<file path="config.mk">
export PLATFORM = sky130hd
export DESIGN_NAME = rai_div_cell
export DESIGN_NICKNAME = d
export VERILOG_FILES = /design/src/rtl/rai_pkg.sv /design/src/rtl/rai_div_cell.sv
export SDC_FILE = /design/constraint.sdc
export NUM_CORES = 1
export LEC_CHECK = 0
export BUFFER_PORTS_ARGS = -buffer_cell sky130_fd_sc_hd__buf_2
export CAP_MARGIN = 20
export CORE_AREA = 5 5 264 266
export DETAILED_ROUTE_END_ITERATION = 6
export DIE_AREA = 0 0 269 271
export PLACE_DENSITY = 0.44
export SLEW_MARGIN = 10
export SYNTH_ARGS = -nofsm -noshare
export SYNTH_HDL_FRONTEND = slang
export SYNTH_SLANG_ARGS = --single-unit
</file>
<file path="constraint.sdc">
create_clock -name clk_i -period 0.8 [get_ports clk_i]
set_input_delay 0.08 -clock clk_i [delete_from_list [all_inputs] [get_ports clk_i]]
set_output_delay 0.08 -clock clk_i [all_outputs]
set_load 0.02 [all_outputs]
</file>
<file path="src/rtl/rai_pkg.sv">
// shared types, widths and register codes for the ray/annulus intersection block
package rai_pkg;

  localparam int COORD_W      = 32;
  localparam int FRAC_BITS_DF = 16;
  localparam int CFG_IDX_W    = 3;
  localparam int CFG_DATA_W   = 32;

  typedef enum logic [CFG_IDX_W-1:0] {
    CFG_CENTER_X = 3'd0,
    CFG_CENTER_Y = 3'd1,
    CFG_CENTER_Z = 3'd2,
    CFG_NORMAL_X = 3'd3,
    CFG_NORMAL_Y = 3'd4,
    CFG_NORMAL_Z = 3'd5,
    CFG_INNER_SQ = 3'd6,
    CFG_OUTER_SQ = 3'd7
  } rai_cfg_e;

  typedef struct packed {
    logic signed [COORD_W-1:0] origin_x;
    logic signed [COORD_W-1:0] origin_y;
    logic signed [COORD_W-1:0] origin_z;
    logic signed [COORD_W-1:0] dir_x;
    logic signed [COORD_W-1:0] dir_y;
    logic signed [COORD_W-1:0] dir_z;
  } rai_ray_t;

  typedef struct packed {
    logic                      is_hit;
    logic        [COORD_W-2:0] hit_distance;
    logic signed [COORD_W-1:0] point_x;
    logic signed [COORD_W-1:0] point_y;
    logic signed [COORD_W-1:0] point_z;
  } rai_res_t;

  // per-stage control that travels along the divider chain
  typedef struct packed {
    logic valid;
    logic miss;
  } rai_ctl_t;

endpackage

</file>
<file path="src/rtl/rai_div_cell.sv">
// one restoring-division cell: decides one quotient bit and passes the item on
module rai_div_cell #(
  parameter int RW    = 69,
  parameter int DW    = 52,
  parameter int QW    = 32,
  parameter int SHIFT = 0
) (
  input  logic              clk_i,
  input  logic              rst_ni,
  input  rai_pkg::rai_ctl_t ctl_i,
  input  rai_pkg::rai_ray_t ray_i,
  input  logic [RW-1:0]     rem_i,
  input  logic [DW-1:0]     div_i,
  input  logic [QW-1:0]     quo_i,
  output rai_pkg::rai_ctl_t ctl_o,
  output rai_pkg::rai_ray_t ray_o,
  output logic [RW-1:0]     rem_o,
  output logic [DW-1:0]     div_o,
  output logic [QW-1:0]     quo_o
);
  import rai_pkg::*;

  localparam int CW = ((DW + SHIFT) > RW) ? (DW + SHIFT + 1) : (RW + 1);

  logic [CW-1:0] rem_x, div_x, diff;
  logic          ge;
  rai_ctl_t      ctl_q;
  rai_ray_t      ray_q;
  logic [RW-1:0] rem_d, rem_q;
  logic [DW-1:0] div_q;
  logic [QW-1:0] quo_d, quo_q;

  always_comb begin
    rem_x = CW'(rem_i);
    div_x = CW'(div_i) << SHIFT;
    diff  = rem_x - div_x;
    ge    = ~diff[CW-1];
    rem_d = ge ? diff[RW-1:0] : rem_i;
    quo_d = {quo_i[QW-2:0], ge};
  end

  always_ff @(posedge clk_i or negedge rst_ni) begin
    if (!rst_ni) begin
      ctl_q <= '0;
    end else begin
      ctl_q <= ctl_i;
    end
  end

  always_ff @(posedge clk_i) begin
    ray_q <= ray_i;
    rem_q <= rem_d;
    div_q <= div_i;
    quo_q <= quo_d;
  end

  assign ctl_o = ctl_q;
  assign ray_o = ray_q;
  assign rem_o = rem_q;
  assign div_o = div_q;
  assign quo_o = quo_q;

endmodule

</file>
# Yosys cells after proc, flatten, opt, wreduce, memory -nomap -nowiden
# Index checks and enable logic that the tools add are counted.
# op_classes
add_sub_neg	1
bitwise_logic	1
n_mul	0
magnitude_cmp	0
shift	0
muxes	1
reduce_logical	0
n_div	0
n_eq_ne	0
# ops
op	count
$sub 69x52->70	1
$mux 69	1
$not 1->1	1
# totals
romBits	0
output_inout_bits	347
n_memories	0
reg_bits	347
ramBits	0
latch_bits	0
word_cells	14

# Longest topological paths before layout
# depth
word_depth	2
ltp_mapped	13

# Worst setup path before layout
# OpenSTA, ideal clock, no wires.
# synth_path
path_kind	input to register
startpoint	input rem_i[0]
endpoint	register rem_q[54], in the netlist rem_o[54]
setup_ns	0.072
slack_ns	-1.580
path_buffers	0
stages	12
arrival_ns	2.308
path_cell_list	inv_1 ha_1 fa_1 nor2b_1 o31a_1 o2111ai_2 a2111oi_2 o21ai_2 nand3_1 a2111oi_4 o211ai_1 xnor2_1
# synth_via
elab_chain_cells	2
# synth_lines
item	line	source
start, declared	rai_div_cell.sv:12	input logic [RW-1:0] rem_i,
$sub 69x52->70	rai_div_cell.sv:36	diff = rem_x - div_x;
$mux 69	rai_div_cell.sv:38	rem_d = ge ? diff[RW-1:0] : rem_i;
net rem_d[54]	rai_div_cell.sv:29	logic [RW-1:0] rem_d, rem_q;
end signal, assigned	rai_div_cell.sv:52	rem_q <= rem_d;
end, declared	rai_div_cell.sv:29	
# The timed path passes the listed nets, and every way through them passes these cells.

# Final worst setup path
# layout_path
startpoint	input div_i[0]
endpoint	register rem_q[66], in the netlist rem_o[66]
# layout_via
elab_chain_cells	2
# layout_lines
item	line	source
start, declared	rai_div_cell.sv:13	input logic [DW-1:0] div_i,
$sub 69x52->70	rai_div_cell.sv:36	
$mux 69	rai_div_cell.sv:38	
net rem_d[66]	rai_div_cell.sv:29	
# The timed path passes the listed nets, and every way through them passes these cells.

==> impl_results.md <==
- Clock-pin slew on the worst setup and hold paths: 60 ps
- Number of synthesized register bits: 347
- Status: complete, but fails checks
- DIE AREA: 72900 sq um
- Post-synth EDFFs: 0
- FF+latch area: 7410 sq um
- Initial DRC Count: 535
- Design Area, Final: 27700 sq um
- Final hold vios: 3
- Clock share of power: 34.7%
- Antenna violations before repair: 21
- Initial Util: 17.2%
- Post-synth top cells: dfxtp_1 (345), a21oi_1 (124), nor2_1 (96)
- Worst path arrival time: 2630 ps
- Crit path max fanout: 4
- Reg power frac: 37.5%
- Power share of the combinational group: 27.8%
- Most common cell in the netlist: dfxtp_1
- Final ANT Viol Nets: 0
- RSZ-0062 raised after global routing: yes
- TritonCTS Sinks: 347
- Core footprint: 66800 sq um
- Kind of critical path: input pin to flip-flop
- Worst hold slack: -348 ps
- Placed inst area: 18200 sq um
- Startpoint types: input pin
- Hpwl dp: 59.8 mm
- Routed len/inst: 22.9 microns
- Async set or reset register ratio after synthesis: 0.576%
- NetSw: 0.0159 W
- Synth Flop Type: dfxtp_1
- Gp weighted congestion: 0.899
- Net count after synthesis: 1490
- Measured slew at the worst slew-check pin: 447 ps
- Int Pwr: 0.0371 W
- Failing checks: negative hold slack, negative setup slack
- Die width: 269 microns
- CTS Buf Count: 42
- Slew HR: 70.0%
- Cell taking the most area after synthesis: dfxtp_1
- Seq/Total Area, Yosys: 60.7%
- Synth warnings: 0
- Rows: 95
- Area Overhead vs Synth: 141%
- GRT Util Overall: 19.8%
- CTS tree: yes
- Post-synthesis cell count: 1088
- Clk buf depth: 3
- Switch share: 30.0%
- F_max: 465 MHz
- Post-Syn Area: 11500 sq um
- Input/output buffers: 694
- Worst slack, placed: -2130 ps
- Chip height: 271 microns
- Routed WL: 77.2 mm
- DRC viols: 0
- Static Leak: 12.3 nW
- Tot Pwr: 0.0530 W
- H-tree lvl count: 2
- Slew Limit Fails: 0
- Final nets: 2852
- Io pins: 696
- Tcrit/Tclk final: 269%
- Final worst slack: -1350 ps
- Multi-input gate area: 5570 sq um
- Worst Path Required: 1280 ps
- First-pass GRT wire length: 106 mm
- HP Class: input pin to flip-flop
- Vias per cell: 4.01
- Max-Cap Viols: 0
- Peak supply drop: 0.00209 V
- Yosys cell types: 60
- Power per cell area: 1910 nW/um^2
- Crit. End Element: flip-flop
- Pin count of the biggest net entering global routing: 20
- First-pass iteration count of the detailed router: 5
- Share of cells above drive strength 1: 66.9%
- Vias in the first global route: 14709
- Min cycle time layout: 2150 ps
- Hold_sp: div_i[0]
- Top post-synthesis cells by area: dfxtp_1 (60%), ha_1 (5.7%), a21oi_1 (5.4%)
- Final setup violation count: 417
- Total gr overflow: 0
- Vias: 13500
- Mean Syn Cell Area: 10.5 sq um
- Synth top area share: 60.3%
- Root buf cell: clkbuf_16
- Fillers: 6359
- Critical Path Start: div_i[0]
## sequential cells by signal, summed over array words and instances (netlist names)
register,count
quo_o,32
ctl_o,2
div_o,52
rem_o,69
ray_o,192
## final cells by class
type | instances | share of cell area, %
Antenna cell | 14 | 0.127
Clock buffer | 56 | 4.21
Clock inverter | 19 | 0.502
Inverter | 68 | 1.01
Multi-Input combinational cell | 632 | 20.1
Sequential cell | 347 | 26.8
Tap cell | 873 | 3.95
Timing Repair Buffer | 1359 | 43.3
## worst max-delay path, cell delays in order
cell       delay, ps
buf_12           120
ha_4             160
fa_2             360
nor2b_4          120
o31a_1           230
o2111ai_4        160
a2111oi_4        370
buf_4            200
o21ai_4           70
nand3_4          120
a2111oi_4         70
buf_4            180
o211ai_1         200
xnor2_1          160
## per-stage QoR
| stage | TNS, ps | cells | utilization [%] |
|---|---|---|---|
| CTS | -197580 | 3329 | 39.5 |
| global route | -205350 | 3365 | 41.4 |
| floorplan | -93020 | 1088 | - |
| global placement | -133270 | 2890 | 27.2 |
| finish | -186790 | 3368 | 41.4 |
| detailed placement | -134420 | 2890 | 27.2 |
## power groups by stage
stage                     sequential (W)  combinational (W)  clock (W)
after global placement            0.0196             0.0104          0
after floorplan                   0.0213            0.00290          0
after global routing              0.0200             0.0156     0.0197
after CTS                         0.0198             0.0140     0.0189
final                             0.0198             0.0147     0.0184
after detailed placement          0.0195             0.0104          0
## what timing repair did
action,4_1_cts,5_1_grt
pin swaps,30,65
buffers inserted,20,26
resized for setup,1172,233
endpoints found under the hold margin,348,7
hold buffers,344,2
setup endpoints to repair,417,417
gates cloned,1,3
## layout by cell type (no fill, tap or decap), drive strengths merged, types with 3 or more instances in the layout
| cell | n |
|---|---|
| buf | 1010 |
| dlygate4sd3 | 346 |
| dfxtp | 345 |
| a21oi | 124 |
| nor2 | 96 |
| inv | 70 |
| nand2 | 60 |
| clkbuf | 59 |
| ha | 52 |
| o21ai | 46 |
| xnor2 | 41 |
| nand4 | 30 |
| xor2 | 24 |
| o21bai | 17 |
| nor3 | 17 |
| diode | 14 |
| o21a | 12 |
| clkinv | 10 |
| nor4 | 10 |
| nand2b | 9 |
| or3 | 9 |
| a21o | 8 |
| nor2b | 8 |
| clkinvlp | 7 |
| and3 | 7 |
| a31oi | 7 |
| nand3 | 7 |
| o211ai | 6 |
| mux2 | 5 |
| a22oi | 3 |
| a2111oi | 3 |
| a211oi | 3 |
## kinds of logic after synthesis
group	after synthesis	synth area share, %
flip-flops	347	60.7
AND/OR/NAND/NOR	264	11.0
AO/OA/AOI/OAI	245	13.0
buffers and inverters	109	3.90
XOR/XNOR	65	4.97
adder cells (fa/ha/maj)	53	5.85
multiplexers	5	0.491
## worst paths after layout
check	to	slack, ps	cells after the start
min in group asynchronous	ctl_o[0]	490	3
max in group asynchronous	ctl_o[1]	190	3
max	rem_o[66]	-1350	14
min	div_o[0]	-350	1
## routing by layer
metal | global-route usage [%] | vias up | routed length (microns)
met3 | 4.23 | 124 | 4800
met2 | 36.7 | 475 | 40000
met1 | 22.4 | 6442 | 29400
met4 | 6.01 | 12 | 2940
met5 | 0 | - | 71
li1 | - | 6447 | -
No activity file was read; power rests on OpenSTA's default activity.
